**config.mk**
```make
export PLATFORM = sky130hd
export DESIGN_NAME = domain_name_validator_flat
export DESIGN_NICKNAME = d
export VERILOG_FILES = /design/src/rtl/dnv_pkg.sv /design/src/rtl/dnv_in_if.sv /design/src/rtl/dnv_out_if.sv /design/src/rtl/dnv_in_reg.sv /design/src/rtl/dnv_track.sv /design/src/rtl/dnv_out_reg.sv /design/src/rtl/domain_name_validator.sv /design/src/flat_wrapper.sv
export SDC_FILE = /design/constraint.sdc
export NUM_CORES = 1
export LEC_CHECK = 0
export ABC_AREA = 0
export BUFFER_PORTS_ARGS = -buffer_cell sky130_fd_sc_hd__buf_2
export CORE_UTILIZATION = 53
export DETAILED_ROUTE_END_ITERATION = 8
export PLACE_DENSITY = 0.85
export REMOVE_ABC_BUFFERS = 1
export SYNTH_ARGS = -nofsm -noshare
export SYNTH_HDL_FRONTEND = slang
export SYNTH_SLANG_ARGS = --single-unit
export TNS_END_PERCENT = 30
```
**constraint.sdc**
```tcl
create_clock -name clk -period 2.97 [get_ports clk]
set_input_delay 0.297 -clock clk [delete_from_list [all_inputs] [get_ports clk]]
set_output_delay 0.297 -clock clk [all_outputs]
set_load 0.05 [all_outputs]
```
**src/rtl/dnv_pkg.sv**
```systemverilog
// Shared types, constants and a helper function for the domain name validator.
`timescale 1ns / 1ps

package dnv_pkg;

  localparam int unsigned CHAR_W      = 8;
  localparam int unsigned NAME_LEN_W  = 8;
  localparam int unsigned LABEL_LEN_W = 6;
  localparam int unsigned NAME_CNT_W  = 9;
  localparam int unsigned LABEL_CNT_W = 7;
  localparam int unsigned FAULT_W     = 3;
  localparam int unsigned CFG_IDX_W   = 1;
  localparam int unsigned CFG_DATA_W  = 8;

  localparam logic [NAME_CNT_W-1:0]  NAME_CNT_MAX  = '1;
  localparam logic [LABEL_CNT_W-1:0] LABEL_CNT_MAX = '1;

  localparam logic [NAME_LEN_W-1:0]  MAX_NAME_RESET  = 8'd255;
  localparam logic [LABEL_LEN_W-1:0] MAX_LABEL_RESET = 6'd63;

  localparam logic [CHAR_W-1:0] CHAR_DOT    = 8'h2E;
  localparam logic [CHAR_W-1:0] CHAR_HYPHEN = 8'h2D;

  localparam logic [CFG_IDX_W-1:0] CFG_MAX_NAME  = 1'b0;
  localparam logic [CFG_IDX_W-1:0] CFG_MAX_LABEL = 1'b1;

  typedef enum logic [FAULT_W-1:0] {
    FAULT_NONE      = 3'd0,
    FAULT_LENGTH    = 3'd1,
    FAULT_EMPTY     = 3'd2,
    FAULT_LONG      = 3'd3,
    FAULT_BADCHAR   = 3'd4,
    FAULT_LEADHYPH  = 3'd5,
    FAULT_TRAILHYPH = 3'd6
  } fault_t;

  typedef struct packed {
    logic [CHAR_W-1:0] char_byte;
    logic              end_of_name;
    logic              empty_name;
  } in_item_t;

  typedef struct packed {
    logic   name_ok;
    fault_t fault;
  } verdict_t;

  typedef struct packed {
    logic     has_result;
    verdict_t verdict;
  } track_out_t;

  // Letters, digits and the hyphen are the only legal label characters.
  function automatic logic is_ldh(input logic [CHAR_W-1:0] c);
    logic lower;
    logic upper;
    logic digit;
    lower = (c >= 8'h61) && (c <= 8'h7A);
    upper = (c >= 8'h41) && (c <= 8'h5A);
    digit = (c >= 8'h30) && (c <= 8'h39);
    return lower || upper || digit || (c == CHAR_HYPHEN);
  endfunction

endpackage

```
**src/rtl/dnv_in_if.sv**
```systemverilog
// Input channel of the domain name validator: one name byte per beat.
`timescale 1ns / 1ps

interface dnv_in_if;
  logic                          valid;
  logic                          ready;
  logic [dnv_pkg::CHAR_W-1:0]    char_byte;
  logic                          end_of_name;
  logic                          empty_name;

  modport source (output valid, output char_byte, output end_of_name,
                  output empty_name, input ready);
  modport sink   (input valid, input char_byte, input end_of_name,
                  input empty_name, output ready);
endinterface

```
**src/rtl/dnv_out_if.sv**
```systemverilog
// Result channel of the domain name validator: one verdict per beat.
`timescale 1ns / 1ps

interface dnv_out_if;
  logic                          valid;
  logic                          ready;
  logic                          name_ok;
  logic [dnv_pkg::FAULT_W-1:0]   fault_code;

  modport source (output valid, output name_ok, output fault_code, input ready);
  modport sink   (input valid, input name_ok, input fault_code, output ready);
endinterface

```
**src/rtl/dnv_in_reg.sv**
```systemverilog
// Input register stage that captures one byte beat per cycle while it is empty or its held byte is taken.
`timescale 1ns / 1ps

module dnv_in_reg (
  input  logic              clk,
  input  logic              rst_n,
  dnv_in_if.sink            in_beat,
  input  logic              take,
  output logic              valid_r,
  output dnv_pkg::in_item_t item_r
);

  logic load;

  assign in_beat.ready = !valid_r || take;
  assign load          = in_beat.valid && in_beat.ready;

  always_ff @(posedge clk) begin
    if (!rst_n) begin
      valid_r <= 1'b0;
    end else if (in_beat.ready) begin
      valid_r <= in_beat.valid;
    end
  end

  always_ff @(posedge clk) begin
    if (load) begin
      item_r.char_byte   <= in_beat.char_byte;
      item_r.end_of_name <= in_beat.end_of_name;
      item_r.empty_name  <= in_beat.empty_name;
    end
  end

endmodule

```
**src/rtl/dnv_track.sv**
```systemverilog
// Per-name counters, byte flags and fault tracking, with the verdict logic.
`timescale 1ns / 1ps

module dnv_track (
  input  logic                                clk,
  input  logic                                rst_n,
  input  logic                                fire,
  input  dnv_pkg::in_item_t                   item,
  input  logic [dnv_pkg::NAME_LEN_W-1:0]      max_name_len,
  input  logic [dnv_pkg::LABEL_LEN_W-1:0]     max_label_len,
  output dnv_pkg::track_out_t                 track
);

  logic [dnv_pkg::NAME_CNT_W-1:0]  name_cnt_r,  name_cnt_nxt;
  logic [dnv_pkg::LABEL_CNT_W-1:0] label_cnt_r, label_cnt_nxt;
  logic                            after_dot_r, after_dot_nxt;
  logic                            hyphen_r,    hyphen_nxt;
  dnv_pkg::fault_t                 fault_r,     fault_nxt;

  // Fault raised when a label closes, given the label state at that point.
  function automatic dnv_pkg::fault_t close_label(
    input logic                            after_dot,
    input logic [dnv_pkg::LABEL_CNT_W-1:0] label_cnt,
    input logic                            hyphen,
    input logic [dnv_pkg::LABEL_LEN_W-1:0] max_label
  );
    dnv_pkg::fault_t f;
    if (after_dot) begin
      f = dnv_pkg::FAULT_EMPTY;
    end else if (label_cnt > {1'b0, max_label}) begin
      f = dnv_pkg::FAULT_LONG;
    end else if (hyphen) begin
      f = dnv_pkg::FAULT_TRAILHYPH;
    end else begin
      f = dnv_pkg::FAULT_NONE;
    end
    return f;
  endfunction

  logic                            is_dot;
  logic                            is_hyph;
  dnv_pkg::fault_t                 dot_fault;
  dnv_pkg::fault_t                 end_fault;
  logic [dnv_pkg::NAME_CNT_W-1:0]  name_cnt_upd;
  logic [dnv_pkg::LABEL_CNT_W-1:0] label_cnt_upd;
  logic                            after_dot_upd;
  logic                            hyphen_upd;
  dnv_pkg::fault_t                 fault_upd;

  always_comb begin
    is_dot  = (item.char_byte == dnv_pkg::CHAR_DOT);
    is_hyph = (item.char_byte == dnv_pkg::CHAR_HYPHEN);

    name_cnt_upd = (name_cnt_r == dnv_pkg::NAME_CNT_MAX) ? name_cnt_r
                                                         : name_cnt_r + 1'b1;
    dot_fault = close_label(after_dot_r, label_cnt_r, hyphen_r, max_label_len);

    if (is_dot) begin
      fault_upd     = (fault_r == dnv_pkg::FAULT_NONE) ? dot_fault : fault_r;
      label_cnt_upd = '0;
      after_dot_upd = 1'b1;
      hyphen_upd    = 1'b0;
    end else begin
      fault_upd = fault_r;
      if (fault_r == dnv_pkg::FAULT_NONE) begin
        if (!dnv_pkg::is_ldh(item.char_byte)) begin
          fault_upd = dnv_pkg::FAULT_BADCHAR;
        end else if (after_dot_r && is_hyph) begin
          fault_upd = dnv_pkg::FAULT_LEADHYPH;
        end
      end
      label_cnt_upd = (label_cnt_r == dnv_pkg::LABEL_CNT_MAX) ? label_cnt_r
                                                              : label_cnt_r + 1'b1;
      after_dot_upd = 1'b0;
      hyphen_upd    = is_hyph;
    end

    // Verdict at name end: the kept fault, else the last label's check,
    // with a length fault overriding both.
    end_fault = fault_upd;
    if (end_fault == dnv_pkg::FAULT_NONE) begin
      end_fault = close_label(after_dot_upd, label_cnt_upd, hyphen_upd,
                              max_label_len);
    end
    if ((name_cnt_upd == '0) || (name_cnt_upd > {1'b0, max_name_len})) begin
      end_fault = dnv_pkg::FAULT_LENGTH;
    end

    if (item.empty_name) begin
      track.has_result    = 1'b1;
      track.verdict.fault = dnv_pkg::FAULT_LENGTH;
    end else begin
      track.has_result    = item.end_of_name;
      track.verdict.fault = end_fault;
    end
    track.verdict.name_ok = (track.verdict.fault == dnv_pkg::FAULT_NONE);

    if (track.has_result) begin
      name_cnt_nxt  = '0;
      label_cnt_nxt = '0;
      after_dot_nxt = 1'b1;
      hyphen_nxt    = 1'b0;
      fault_nxt     = dnv_pkg::FAULT_NONE;
    end else begin
      name_cnt_nxt  = name_cnt_upd;
      label_cnt_nxt = label_cnt_upd;
      after_dot_nxt = after_dot_upd;
      hyphen_nxt    = hyphen_upd;
      fault_nxt     = fault_upd;
    end
  end

  always_ff @(posedge clk) begin
    if (!rst_n) begin
      name_cnt_r  <= '0;
      label_cnt_r <= '0;
      after_dot_r <= 1'b1;
      hyphen_r    <= 1'b0;
      fault_r     <= dnv_pkg::FAULT_NONE;
    end else if (fire) begin
      name_cnt_r  <= name_cnt_nxt;
      label_cnt_r <= label_cnt_nxt;
      after_dot_r <= after_dot_nxt;
      hyphen_r    <= hyphen_nxt;
      fault_r     <= fault_nxt;
    end
  end

endmodule

```
**src/rtl/dnv_out_reg.sv**
```systemverilog
// Result register that holds one verdict beat until the sink takes it.
`timescale 1ns / 1ps

module dnv_out_reg (
  input  logic              clk,
  input  logic              rst_n,
  input  logic              load,
  input  dnv_pkg::verdict_t verdict,
  output logic              can_load,
  dnv_out_if.source         out_beat
);

  logic              valid_r;
  dnv_pkg::verdict_t verdict_r;

  assign can_load            = !valid_r || out_beat.ready;
  assign out_beat.valid      = valid_r;
  assign out_beat.name_ok    = verdict_r.name_ok;
  assign out_beat.fault_code = verdict_r.fault;

  always_ff @(posedge clk) begin
    if (!rst_n) begin
      valid_r <= 1'b0;
    end else if (load) begin
      valid_r <= 1'b1;
    end else if (out_beat.ready) begin
      valid_r <= 1'b0;
    end
  end

  always_ff @(posedge clk) begin
    if (load) begin
      verdict_r <= verdict;
    end
  end

endmodule

```
**src/rtl/domain_name_validator.sv**
```systemverilog
// Top level of the domain name validator: LDH label checks on a byte stream.
`timescale 1ns / 1ps
// A byte beat that ends a name passes from the input register through the
// counter update into the result register once that register can take it.
// Throughput: one byte per cycle while the result sink keeps up, set by the update
// of the counters and flags that sit between the input register and the result register.
// Reset (rst_n low, synchronous): limits return to 255 and 63, the name state
// returns to the start of a name, and both beat registers empty.

module domain_name_validator (
  input  logic                                clk,
  input  logic                                rst_n,
  dnv_in_if.sink                              in_beat,
  dnv_out_if.source                           out_beat,
  input  logic                                cfg_we,
  input  logic [dnv_pkg::CFG_IDX_W-1:0]       cfg_index,
  input  logic [dnv_pkg::CFG_DATA_W-1:0]      cfg_wdata
);

  // Limit registers. A write takes effect on the next cycle; the host must only
  // write them while no name is in flight, which the block does not enforce.
  logic [dnv_pkg::NAME_LEN_W-1:0]  max_name_r;
  logic [dnv_pkg::LABEL_LEN_W-1:0] max_label_r;

  always_ff @(posedge clk) begin
    if (!rst_n) begin
      max_name_r  <= dnv_pkg::MAX_NAME_RESET;
      max_label_r <= dnv_pkg::MAX_LABEL_RESET;
    end else if (cfg_we) begin
      unique case (cfg_index)
        dnv_pkg::CFG_MAX_NAME:  max_name_r  <= cfg_wdata;
        dnv_pkg::CFG_MAX_LABEL: max_label_r <= cfg_wdata[dnv_pkg::LABEL_LEN_W-1:0];
        default: ;
      endcase
    end
  end

  // The byte held in the input register is consumed when it either yields no
  // name, or its verdict can go into the result register this cycle. The
  // input register refills in the same cycle, so bytes stream without gaps
  // as long as the result sink keeps up.
  logic                s1_valid;
  dnv_pkg::in_item_t   s1_item;
  dnv_pkg::track_out_t track;
  logic                can_load;
  logic                fire;

  assign fire = s1_valid && (!track.has_result || can_load);

  dnv_in_reg u_in_reg (
    .clk     (clk),
    .rst_n   (rst_n),
    .in_beat (in_beat),
    .take    (fire),
    .valid_r (s1_valid),
    .item_r  (s1_item)
  );

  // Counters, flags and the first fault of the current name. The empty-name
  // beat always closes the name with a length fault, dropping any partial name.
  dnv_track u_track (
    .clk           (clk),
    .rst_n         (rst_n),
    .fire          (fire),
    .item          (s1_item),
    .max_name_len  (max_name_r),
    .max_label_len (max_label_r),
    .track         (track)
  );

  dnv_out_reg u_out_reg (
    .clk      (clk),
    .rst_n    (rst_n),
    .load     (fire && track.has_result),
    .verdict  (track.verdict),
    .can_load (can_load),
    .out_beat (out_beat)
  );

endmodule
```
**src/flat_wrapper.sv**
```systemverilog
// flat-port wrapper written by rule: the top's interface ports become plain ports
module domain_name_validator_flat 
  (clk, rst_n, cfg_we, cfg_index, cfg_wdata, in_beat_valid, in_beat_char_byte, in_beat_end_of_name, in_beat_empty_name, in_beat_ready, out_beat_valid, out_beat_name_ok, out_beat_fault_code, out_beat_ready);
  dnv_in_if in_beat_i ();
  dnv_out_if out_beat_i ();
  input  logic clk;
  input  logic rst_n;
  input  logic cfg_we;
  input  logic [dnv_pkg::CFG_IDX_W-1:0] cfg_index;
  input  logic [dnv_pkg::CFG_DATA_W-1:0] cfg_wdata;
  input wire logic [$bits(in_beat_i.valid)-1:0] in_beat_valid;
  input wire logic [$bits(in_beat_i.char_byte)-1:0] in_beat_char_byte;
  input wire logic [$bits(in_beat_i.end_of_name)-1:0] in_beat_end_of_name;
  input wire logic [$bits(in_beat_i.empty_name)-1:0] in_beat_empty_name;
  output wire logic [$bits(in_beat_i.ready)-1:0] in_beat_ready;
  output wire logic [$bits(out_beat_i.valid)-1:0] out_beat_valid;
  output wire logic [$bits(out_beat_i.name_ok)-1:0] out_beat_name_ok;
  output wire logic [$bits(out_beat_i.fault_code)-1:0] out_beat_fault_code;
  input wire logic [$bits(out_beat_i.ready)-1:0] out_beat_ready;
  assign in_beat_i.valid = in_beat_valid;
  assign in_beat_i.char_byte = in_beat_char_byte;
  assign in_beat_i.end_of_name = in_beat_end_of_name;
  assign in_beat_i.empty_name = in_beat_empty_name;
  assign in_beat_ready = in_beat_i.ready;
  assign out_beat_valid = out_beat_i.valid;
  assign out_beat_name_ok = out_beat_i.name_ok;
  assign out_beat_fault_code = out_beat_i.fault_code;
  assign out_beat_i.ready = out_beat_ready;
  domain_name_validator u_core (.clk(clk), .rst_n(rst_n), .in_beat(in_beat_i), .out_beat(out_beat_i), .cfg_we(cfg_we), .cfg_index(cfg_index), .cfg_wdata(cfg_wdata));
endmodule
```
* Yosys cells after proc, flatten, opt, wreduce, memory -nomap -nowiden *
Index checks and enable logic that the tools add are counted.

storage, ports and cells
  register bits = 51
  output and inout port bits = 6

operators by class
  add/subtract/negate cells = 2
  bitwise logic cells = 1
  order comparisons = 9
  multiplexer cells = 27
  reductions and logical operators = 24
  eq/ne operators = 4

operators with widths
  kind                                                                   count
  3-bit two-way mux                                                      15
  7-bit two-way mux                                                      3
  9-bit two-way mux                                                      2
  8-bit by 6-bit equality test with 1-bit output, second input constant  2
  8-bit by 7-bit >= comparator with 1-bit output, second input constant  2
  8-bit by 7-bit <= comparator with 1-bit output, second input constant  2
  7-bit by 6-bit > comparator with 1-bit output                          2
  9-bit by 1-bit adder with 9-bit output, second input constant          1
  9-bit equality test, second input constant                             1
  9-bit by 8-bit > comparator with 1-bit output                          1
  3-bit logical NOT                                                      3
  9-bit logical NOT                                                      1
  8-bit by 6-bit >= comparator with 1-bit output, second input constant  1
  8-bit by 6-bit <= comparator with 1-bit output, second input constant  1
  7-bit by 1-bit adder with 7-bit output, second input constant          1
  7-bit equality test, second input constant                             1
  1-bit logical AND                                                      7
  1-bit logical OR                                                       7
  1-bit two-way mux                                                      7
  2-bit AND reduction                                                    2
  1-bit logical NOT                                                      3
  2-bit nonzero test                                                     1
  1-bit inverter                                                         1

* Depth between registers and ports, before layout *
Gate-level depths: netlist of the first run.

  depth in word-level cells = 13
  mapped depth = 13
  depth with buffers taken out = 13

* Hierarchy *
From an unflattened synthesis of the first run, not the netlist that was laid out.

second synthesis, totals
  cells, all modules = 358
  area, all modules = 3234.4 um2

modules (own cells, without submodules)
  module                 cells each  times used  area each (um2)  seq. area each (um2)
  dnv_track              268         1           2099.5           420.4
  domain_name_validator  67          1           608.1            280.3
  dnv_in_reg             15          1           357.8            320.3
  dnv_out_reg            8           1           168.9            140.1

* Least setup slack after synthesis of the first run *
No wires, ideal clock.

  kind = reg-to-reg
  start = reg u_core.u_track.name_cnt_r[0] (netlist bit)
  end = reg u_core.u_out_reg.verdict_r, in the netlist u_core.u_out_reg.out_beat.fault_code[0], data pin
  stages on the path, launching flop included = 12
  setup time = 0.265 ns
  period minus slack after synthesis = 3.100 ns
  slack = -0.130 ns
  arrival = 2.835 ns
  cell sequence = dfxtp_1 -> ha_1 -> nand2_2 -> nor3_2 -> mux2_2 -> ha_1 -> nor2b_1 -> o31ai_1 -> a31oi_1 -> o22ai_1 -> o311ai_4 -> or3_1

RTL lines
  element                 line               RTL
  start, declared         dnv_track.sv:14    logic [dnv_pkg::NAME_CNT_W-1:0] name_cnt_r, name_cnt_nxt;
  start signal, assigned  dnv_track.sv:121   name_cnt_r <= name_cnt_nxt;
  end signal, assigned    dnv_out_reg.sv:33  verdict_r <= verdict;
  end, declared           dnv_out_reg.sv:14  dnv_pkg::verdict_t verdict_r;

==> results of run 1 <==
[registers in the layout, summed over array words and instances (netlist names)]
signal	cells
u_core.u_out_reg.out_beat.valid	1
u_core.max_name_r	8
u_core.max_label_r	6
u_core.u_track.name_cnt_r	9
u_core.u_in_reg.valid_r	1
u_core.u_in_reg.item_r	10
u_core.u_out_reg.out_beat.name_ok	1
u_core.u_track.hyphen_r	1
u_core.u_track.after_dot_r	1
u_core.u_track.fault_r	3
u_core.u_track.label_cnt_r	7
u_core.u_out_reg.out_beat.fault_code	3
[timing repair]
action	in CTS	in global routing
gates resized for setup	2	14
gates cloned	0	0
endpoints found under the setup margin	2	3
buffers inserted	0	2
pin swaps	0	7
[per-stage QoR]
step | setup WS [ns] | util (%) | instance area [µm²] | setup TNS [ns] | total power, µW
2_1_floorplan | -0.1375 | - | 2872 | -0.1375 | 852.5
3_3_place_gp | 0.08522 | 62.52 | 3254 | 0 | 899.0
3_5_place_dp | -0.03993 | 62.52 | 3254 | -0.03993 | 906.2
4_1_cts | -0.01117 | 64.33 | 3348 | -0.01117 | 1288
5_1_grt | -0.02982 | 65.72 | 3421 | -0.02982 | 1344
6_report | 0.09673 | 65.72 | 3421 | 0 | 1285
[power by group through the flow]
| stage | logic (µW) | clock network, µW | registers, µW |
|---|---|---|---|
| floorplan | 75.3 | 0 | 777 |
| global placement | 130 | 0 | 769 |
| detailed placement | 136 | 0 | 770 |
| CTS | 137 | 397 | 754 |
| global route | 156 | 431 | 758 |
| finish | 141 | 389 | 755 |
[cell families (layout without fill, tap and decap cells)]
| kind of cell | after synthesis | after routing | synth area share (%) |
|---|---|---|---|
| AOI/OAI and AO/OA | 77 | 77 | 18.85 |
| xor gates and xnor gates | 6 | 6 | 1.796 |
| adders and majority gates | 22 | 22 | 9.406 |
| buffers and inverters | 31 | 76 | 4.061 |
| DFF | 51 | 51 | 39.67 |
| muxes | 6 | 6 | 2.437 |
| and+or+nand+nor | 124 | 124 | 23.77 |
[worst paths after layout]
check                                from                                       to  slack [ns]  cells after the start
max          u_core.u_track.name_cnt_r[8]  u_core.u_out_reg.out_beat.fault_code[0]         0.1                     10
min                  in_beat_char_byte[3]                u_core.u_in_reg.item_r[5]        0.16                      1
max reg2reg  u_core.u_track.name_cnt_r[8]  u_core.u_out_reg.out_beat.fault_code[0]         0.1                     10
min reg2reg     u_core.u_track.fault_r[2]                u_core.u_track.fault_r[2]        0.50                      2
[final cells by class]
class	instances	area [µm²]	share of cell area, %
Sequential cell	51	1164	34.02
Tap cell	70	87.58	2.560
Inverter	17	63.81	1.865
Multi-Input combinational cell	235	1714	50.11
Timing Repair Buffer	51	310.3	9.071
Clock inverter	1	5.005	0.1463
Clock buffer	7	76.32	2.231
[routing by layer]
| metal | track usage, % | part of all wire (%) | wire, µm | vias to the layer above |
|---|---|---|---|---|
| met4 | 9.423 | 2.9 | 193 | 0 |
| met1 | 28.40 | 42 | 2814 | 1207 |
| met3 | 4.790 | 5.0 | 338 | 19 |
| met5 | 0 | 0 | 0 | - |
| met2 | 40.54 | 50 | 3399 | 69 |
| li1 | - | - | - | 1249 |
[synthesized netlist by cell type, drive strengths merged (3+ instances only)]
cell type	n
nand2	28
nand4	4
o211ai	14
or4	4
ha	22
a22oi	13
and3	4
a21boi	3
edfxtp	14
a21oi	14
nand3b	4
o21ai	7
xnor2	4
inv	17
nor2b	22
dfxtp	37
a31oi	7
nand3	12
clkbuf	12
and2	5
nor3	8
mux2	3
nor2	18
mux2i	3
[critical path: cells and delay by family (launching register included)]
kind | cells | cell delay (ns)
DFF | 1 | 0.39
adders and majority gates | 1 | 0.30
AOI/OAI and AO/OA | 4 | 0.65
and+or+nand+nor | 4 | 0.91
muxes | 1 | 0.38
==> impl_metrics.toml, run 1 <==
[yosys]
post_synth.cell_area_avg_um2 = 9.232
async_flop_share_pct = 0
synth_seq_area_share_pct = 39.68
ys_seq_elements = 51
synth_edf_count = 14
synth_cells = 317
ys_types = 57
synth_flop_cell = "dfxtp_1"
syn_area_mm2 = 0.002927
yosysTopAreaCell = "dfxtp_1"
yosys_warnings = 0
netlist.area_leader.share_pct = 25.31
synth_area_leaders = "dfxtp_1 (25%), edfxtp_1 (14%), ha_1 (9.4%)"

[critical_path]
startpoint_type = "register"
worstPathArrival_ns = 2.93
cp_slowest_cell = "dfxtp_1"
worstPathMaxFanout = 3
slowest_delay_ns = 0.39
path_cells = "nand3_2, nor3_4, mux2_2, ha_1, nor2b_1, o31ai_1, a31oi_1, o22ai_2, o311ai_4, or3_1"
required_ns = 3.03
worstSetupPathType = "register to register"
endpoint_kind = "register"

[place]
place.gp.congestion = 1.012
dp_hpwl_mm = 4.863
dpl.cell_count = 422
numPortBuffers = 29

[clocking]
clkTransAtPathRegs_ns = 0.09
holdBufCountCts = 0
clock-sinks = 51
cts_buffers = 5
cts_root_buf = "clkbuf_8"
clock_latency_ns = 0.31
cts_buffer_depth = 2
htreeDepth = 2
cts_tree = "yes"

[pwr]
cellLeakagePower_uw = 0.001482
p_clk_share_pct = 30.3
p_sw_uw = 322.2
p_int_uw = 962.5
power_frac_seq_pct = 58.8
p_sw_share_pct = 25.08
ir_drop_mv = 0.2694
powerDensity_mw_per_mm2 = 375.6
pwr-share-comb_pct = 10.9

[die]
ios = 30
fp.dieH_um = 76.31
die_area_mm2 = 0.005823
die_w_um = 76.31
start_util_pct = 56.23
row_count = 26
core_area_mm2 = 0.005205

[drt]
via_per_inst = 5.889
wire_per_inst_um = 15.61
route.detailed.drc = 0
ant_nets = 0
dr_total_vias = 2544
totalWireLength_mm = 6.745
drt_iter0_markers = 241
firstDrtPassIters = 4

[grt]
track_usage_pct = 23.46
antenna_found_initial = 0
grt_start_max_net_pins = 39
grt_pass1_vias = 2428
grt_pass1_wl_mm = 11.01
grt_remaining_overflow = 0

[sta]
max_slew.worst_pin.slew_ns = 0.9716
maxSlewViolCount = 0
fin_skew_ns = 0.005880
layout_min_cycle_time_ns = 2.873
rsz0062_at_grt = "yes"
maxSlewHeadroom_pct = 35.10
hold_slack_ns = 0.1594
setup_viol = 0
hold_violations = 0
fmax_mhz = 348.0
period_share_pct = 96.74

[status]
status = "complete, no violations"

[min_path]
min_path_type = "input port to register"

[finish]
antenna_cells = 0
fill_cells = 399
area_growth_pct = 16.89
fin_cells = 432
layout_common_cells = "dfxtp_1 (35), buf_2 (29), nand2_1 (26)"
mostFrequentLayoutCell = "dfxtp_1"
nNetsFinal = 407
drive_above_1_share_pct = 23.48

[job]
max_cap_violations = 0
Note: power is estimated with default switching activity, not from simulation.
==> inputs of run 2 (changes only) <==
==> constraint.sdc (replaced) <==
create_clock -name clk -period 2.97 [get_ports clk]
set_input_delay 0.594 -clock clk [delete_from_list [all_inputs] [get_ports clk]]
set_output_delay 0.594 -clock clk [all_outputs]
set_load 0.05 [all_outputs]
==> run 2 against run 1 <==
Compared with the run above:
- the run now ends with setup timing left
- non-clock buffer count increased by 7
- register-to-register slack worse by 0.21 ns
- worst hold slack improved by 0.30 ns
- cell count grew 1.6%
- utilization rose by 3.1 points
- setup slack worse by 0.21 ns
- total power up 9.5%
- via count increased by 6.6%
- global-route usage increased by 1.5 points
- combinational power is 5% higher
- die area stayed put
- sequential share of layout area shrank 1.5 points
==> impl_metrics.toml, run 2 (synthesis results as in run 1) <==
[sta]
maxSlewViolCount = 0
hold_violations = 0
rsz0062_at_grt = "yes"
maxSlewHeadroom_pct = 37.65
setup_viol = 2
layout_min_cycle_time_ns = 3.083
max_slew.worst_pin.slew_ns = 0.9333
hold_slack_ns = 0.4557
setup_ws_ns = -0.1125
period_share_pct = 103.8
fin_skew_ns = 0.01439
fmax_mhz = 324.4

[pwr]
power_frac_seq_pct = 53.7
powerDensity_mw_per_mm2 = 392.7
p_sw_uw = 334.7
p_int_uw = 1072
total_power_uw = 1407
p_clk_share_pct = 35.8
p_sw_share_pct = 23.79
pwr-share-comb_pct = 10.5
cellLeakagePower_uw = 0.001543
ir_drop_mv = 0.2365

[clocking]
cts_buffers = 5
clock-sinks = 51
cts_buffer_depth = 2
clkTransAtPathRegs_ns = 0.09
holdBufCountCts = 0
htreeDepth = 2
cts_tree = "yes"
cts_root_buf = "clkbuf_8"
clock_latency_ns = 0.31

[finish]
nNetsFinal = 414
fin_util_pct = 68.82
top_regs = "u_core.u_in_reg.item_r: 10 flops, u_core.u_track.name_cnt_r: 9 flops, u_core.max_name_r: 8 flops"
largest_reg_flops = 10
layout_common_cells = "dfxtp_1 (33), buf_2 (29), buf_4 (28)"
mostFrequentLayoutCell = "dfxtp_1"
drive_above_1_share_pct = 27.91
area_growth_pct = 22.40
fill_cells = 384
regMostFlops = "u_core.u_in_reg.item_r"
antenna_cells = 0

[place]
dp_hpwl_mm = 4.870
numPortBuffers = 29
place.gp.congestion = 1.020
pre_cts_slack_ns = -0.06939

[status]
status = "finished, violations left"
violations = "setup timing"

[min_path]
min_path_type = "input port to register"
hold_path_end = "u_core.u_in_reg.item_r[8]"
min_delay_path_depth = 1
worstHoldStart = "in_beat_char_byte[6]"

[critical_path]
worstSetupPathType = "register to register"
required_ns = 3.13
r2r-start = "u_core.u_in_reg.item_r[8]"
startpoint_type = "register"
endpoint_kind = "register"
worstPathArrival_ns = 3.25
worstPathMaxFanout = 8
r2r_cells = 10
r2r-end = "u_core.u_out_reg.out_beat.fault_code[1]"
reg2reg_setup_slack_ns = -0.11

[drt]
wire_per_inst_um = 17.40
drt_iter0_markers = 350
wl_met1_mm = 2.993
route.met3.wl_um = 466
route.detailed.drc = 0
dr_total_vias = 2712
top_layer_used = "met4"
via_per_inst = 6.178
ant_nets = 0
firstDrtPassIters = 7
wl_met2_mm = 3.761
totalWireLength_mm = 7.640

[grt]
grt_remaining_overflow = 0
grt_pass1_vias = 2489
grt_pass1_wl_mm = 11.55
antenna_found_initial = 0
grt_start_max_net_pins = 39
track_usage_pct = 24.97

[die]
row_count = 26
ios = 30
start_util_pct = 56.23
die_area_mm2 = 0.005823
fp.dieH_um = 76.31
die_w_um = 76.31
core_area_mm2 = 0.005205

[job]
max_cap_violations = 0
==> run 2: cell count changes in the layout (fill, tap and decap cells not counted), sizes merged <==
| cell | before | now |
|---|---|---|
| buf | 51 | 58 |
| bufinv | 0 | 1 |
| clkbuf | 7 | 6 |
==> run 2: worst max-delay path by stage <==
| stage | to | slack, ns | cells after the start | startpoint |
|---|---|---|---|---|
| global placement | u_core.u_out_reg.out_beat.fault_code[1] | 0.08 | 13 | u_core.u_track.label_cnt_r[0] |
| CTS | u_core.u_out_reg.out_beat.fault_code[0] | -0.008 | 13 | u_core.u_track.label_cnt_r[0] |
| global route | u_core.u_out_reg.out_beat.fault_code[1] | -0.18 | 13 | u_core.u_track.label_cnt_r[1] |
| detailed placement | u_core.u_out_reg.out_beat.fault_code[1] | -0.07 | 13 | u_core.u_track.label_cnt_r[0] |
| floorplan | u_core.u_out_reg.out_beat.fault_code[0] | -0.14 | 11 | u_core.u_track.name_cnt_r[0] |
| finish | u_core.u_out_reg.out_beat.fault_code[1] | -0.11 | 10 | u_core.u_in_reg.item_r[8] |
==> run 2: cell type report <==
type                       count  area, µm²  share of cell area [%]
clock inverter                 2      35.03                  0.9780
tap                           70      87.58                   2.445
sequential                    51       1166                   32.55
inverter                      17      63.81                   1.781
clock buffer                   6      82.58                   2.305
timing repair buffer          58      366.6                   10.23
multi-input combinational    235       1780                   49.70
==> run 2: per-layer routing <==
metal	global-route usage (%)	vias to the layer above
met2	42.34	130
met5	0	-
met1	30.39	1271
met3	3.593	45
met4	13.85	0
li1	-	1266
==> run 2: timing repair <==
action	4_1_cts	5_1_grt
pin swaps	3	13
resized for setup	3	27
setup endpoints to repair	2	4
setup buffers	2	6
==> run 2: through the flow <==
stage	instance area, µm²	std cells	setup TNS (ns)
after floorplan	2872	303	-0.1375
after global routing	3582	439	-0.3569
after global placement	3262	423	0
final	3582	439	-0.2063
after detailed placement	3262	423	-0.06992
after CTS	3410	433	-0.007997
==> run 2: critical path: stages, from the launching register on <==
cell      delay (ns)
edfxtp_1        0.41
and4bb_2        0.36
and3_1          0.43
nor2_1          0.13
ha_1            0.36
nand3_2         0.13
a21oi_1         0.18
o22a_1          0.20
nor4_1          0.06
or4_4           0.51
a21oi_2         0.16
==> run 2: power by group through the flow <==
stage	registers, µW	logic [µW]	clock network, µW
after detailed placement	770	136	0
after CTS	754	138	501
after floorplan	777	75.3	0
after global placement	769	130	0
after global routing	757	162	541
final	755	148	503
==> inputs of run 3 (changes only) <==
CELL_PAD_IN_SITES_DETAIL_PLACEMENT = 1   (was unset)
CELL_PAD_IN_SITES_GLOBAL_PLACEMENT = 1   (was unset)
CORE_UTILIZATION = 41   (was 53)
SETUP_SLACK_MARGIN = 0.02   (was unset)
==> run 3 against run 2 <==
Compared with the run above:
- the run now ends clean
- global-route usage is 1.7 points lower
- design area hardly changed
- clock skew is 0.0043 ns lower
- sequential power hardly changed
- die area is 28% higher
- largest cell class unchanged
- first-iteration DRC count is 55% lower
- highest routed layer unchanged
- clock-buffer cell count is 1 lower
==> impl_metrics.toml, run 3 (synthesis results as in run 1) <==
[critical_path]
critical_path_buf_inv_count = 2
startpoint_type = "register"
worstSetupPathType = "register to register"
cp_slowest_cell = "or4_4"
path_cells = "buf_4, buf_4, nand3_2, a31oi_4, and3_4, xnor2_1, nor2_1, ha_1, nand3_1, a21oi_2, o22a_1, nor4_2, or4_4, a21oi_2"
worstPathMaxFanout = 3
worstPathArrival_ns = 3.14
required_ns = 3.14
cpLargestDelayFamily = "simple AND/OR/NAND/NOR gates"
endpoint_kind = "register"
slowest_delay_ns = 0.48

[drt]
route.met3.wl_um = 285
wl_met2_mm = 4.508
top_layer_used = "met4"
ant_nets = 0
dr_total_vias = 2693
wl_met1_mm = 3.587
totalWireLength_mm = 8.679
via_per_inst = 5.754
drt_iter0_markers = 156
firstDrtPassIters = 4
route.detailed.drc = 0
wire_per_inst_um = 18.54

[grt]
antenna_found_initial = 0
grt_start_max_net_pins = 39
grt_pass1_wl_mm = 13.46
track_usage_pct = 23.32
grt_remaining_overflow = 0
grt_pass1_vias = 2742

[clocking]
cts_buffers = 5
cts_buffer_depth = 2
htreeDepth = 2
clock-sinks = 51
cts_root_buf = "clkbuf_8"
clock_latency_ns = 0.31
holdBufCountCts = 0
clkTransAtPathRegs_ns = 0.10
cts_tree = "yes"

[die]
die_w_um = 86.49
die_area_mm2 = 0.007480
fp.dieH_um = 86.49
row_count = 30
ios = 30
start_util_pct = 42.84
core_area_mm2 = 0.006832

[pwr]
ir_drop_mv = 0.1644
cellLeakagePower_uw = 0.001549
total_power_uw = 1320
powerDensity_mw_per_mm2 = 368.5

[finish]
regMostFlops = "u_core.u_in_reg.item_r"
drive_above_1_share_pct = 27.69
top_regs = "u_core.u_in_reg.item_r: 10 flops, u_core.u_track.name_cnt_r: 9 flops, u_core.max_name_r: 8 flops"
layout_common_cells = "dfxtp_1 (34), buf_4 (32), buf_2 (29)"
nNetsFinal = 417
largest_reg_flops = 10
antenna_cells = 0
fill_cells = 821
area_growth_pct = 22.36
mostFrequentLayoutCell = "dfxtp_1"

[status]
status = "complete, no violations"

[place]
dp_hpwl_mm = 5.554
place.gp.congestion = 0.8881
numPortBuffers = 29

[job]
max_cap_violations = 0

[min_path]
min_path_type = "input port to register"

[sta]
fmax_mhz = 336.9
hold_violations = 0
max_slew.worst_pin.slew_ns = 0.7803
fin_skew_ns = 0.01014
period_share_pct = 99.94
layout_min_cycle_time_ns = 2.968
hold_slack_ns = 0.4502
rsz0062_at_grt = "yes"
maxSlewViolCount = 0
maxSlewHeadroom_pct = 47.43
setup_viol = 0
==> run 3: cell count changes in the layout (fill, tap and decap cells not counted), sizes merged <==
cell / previous run / this run
clkinvlp: 0 / 1
buf: 58 / 61
clkbuf: 6 / 5
bufinv: 1 / 0
clkinv: 1 / 2
==> run 3: worst reg2reg max path, delay by kind of cell (launching register included) <==
| kind | cells | cell delay (ns) |
|---|---|---|
| DFF | 1 | 0.37 |
| and+or+nand+nor | 6 | 1.10 |
| buffers and inverters | 2 | 0.24 |
| xor gates and xnor gates | 1 | 0.11 |
| AOI/OAI and AO/OA | 4 | 0.68 |
| adders and majority gates | 1 | 0.35 |
==> run 3: through the flow <==
stage | TNS, ns | cell area (µm²) | cells | setup slack, ns | utilization [%]
2_1_floorplan | -0.1375 | 2872 | 303 | -0.1375 | -
3_3_place_gp | 0 | 3317 | 452 | 0.06222 | 48.55
3_5_place_dp | -0.1988 | 3317 | 452 | -0.1492 | 48.55
4_1_cts | 0 | 3492 | 464 | 0.02037 | 51.12
5_1_grt | -0.1111 | 3581 | 468 | -0.05931 | 52.42
6_report | 0 | 3581 | 468 | 0.001866 | 52.42
==> run 3: power breakdown <==
part	internal, µW	switching, µW
sequential	741	14.5
clock	165	248
combinational	59.2	92.1
total	965	354
==> run 3: layout make-up <==
type                            count  area (µm²)  share of cell area, %
Tap cell                           96       120.1                  3.354
Inverter                           17       63.81                  1.782
Timing Repair Buffer               61       385.4                  10.76
Multi-Input combinational cell    235        1758                  49.09
Clock buffer                        5       68.82                  1.922
Clock inverter                      3       20.02                 0.5591
Sequential cell                    51        1165                  32.53
==> run 3: timing repair <==
action,in CTS,in global routing
resized for setup,12,16
setup buffers,4,4
endpoints found under the setup margin,3,4
pin swaps,7,7
==> run 3: per-layer routing <==
layer  track usage [%]  up-vias
li1                  -     1273
met1             28.00     1327
met2             40.55       62
met3             4.095       31
met4             10.91        0
met5                 0        -
==> run 3: path summary, 6_finish.rpt <==
| check | from | end | slack [ns] | cells after the start |
|---|---|---|---|---|
| setup / recovery | u_core.u_track.label_cnt_r[0] | u_core.u_out_reg.out_beat.fault_code[1] | 0.002 | 14 |
| hold / removal | in_beat_end_of_name | u_core.u_in_reg.item_r[1] | 0.45 | 1 |
| setup reg to reg | u_core.u_track.label_cnt_r[0] | u_core.u_out_reg.out_beat.fault_code[1] | 0.002 | 14 |
| hold reg to reg | u_core.max_name_r[4] | u_core.max_name_r[4] | 0.51 | 2 |
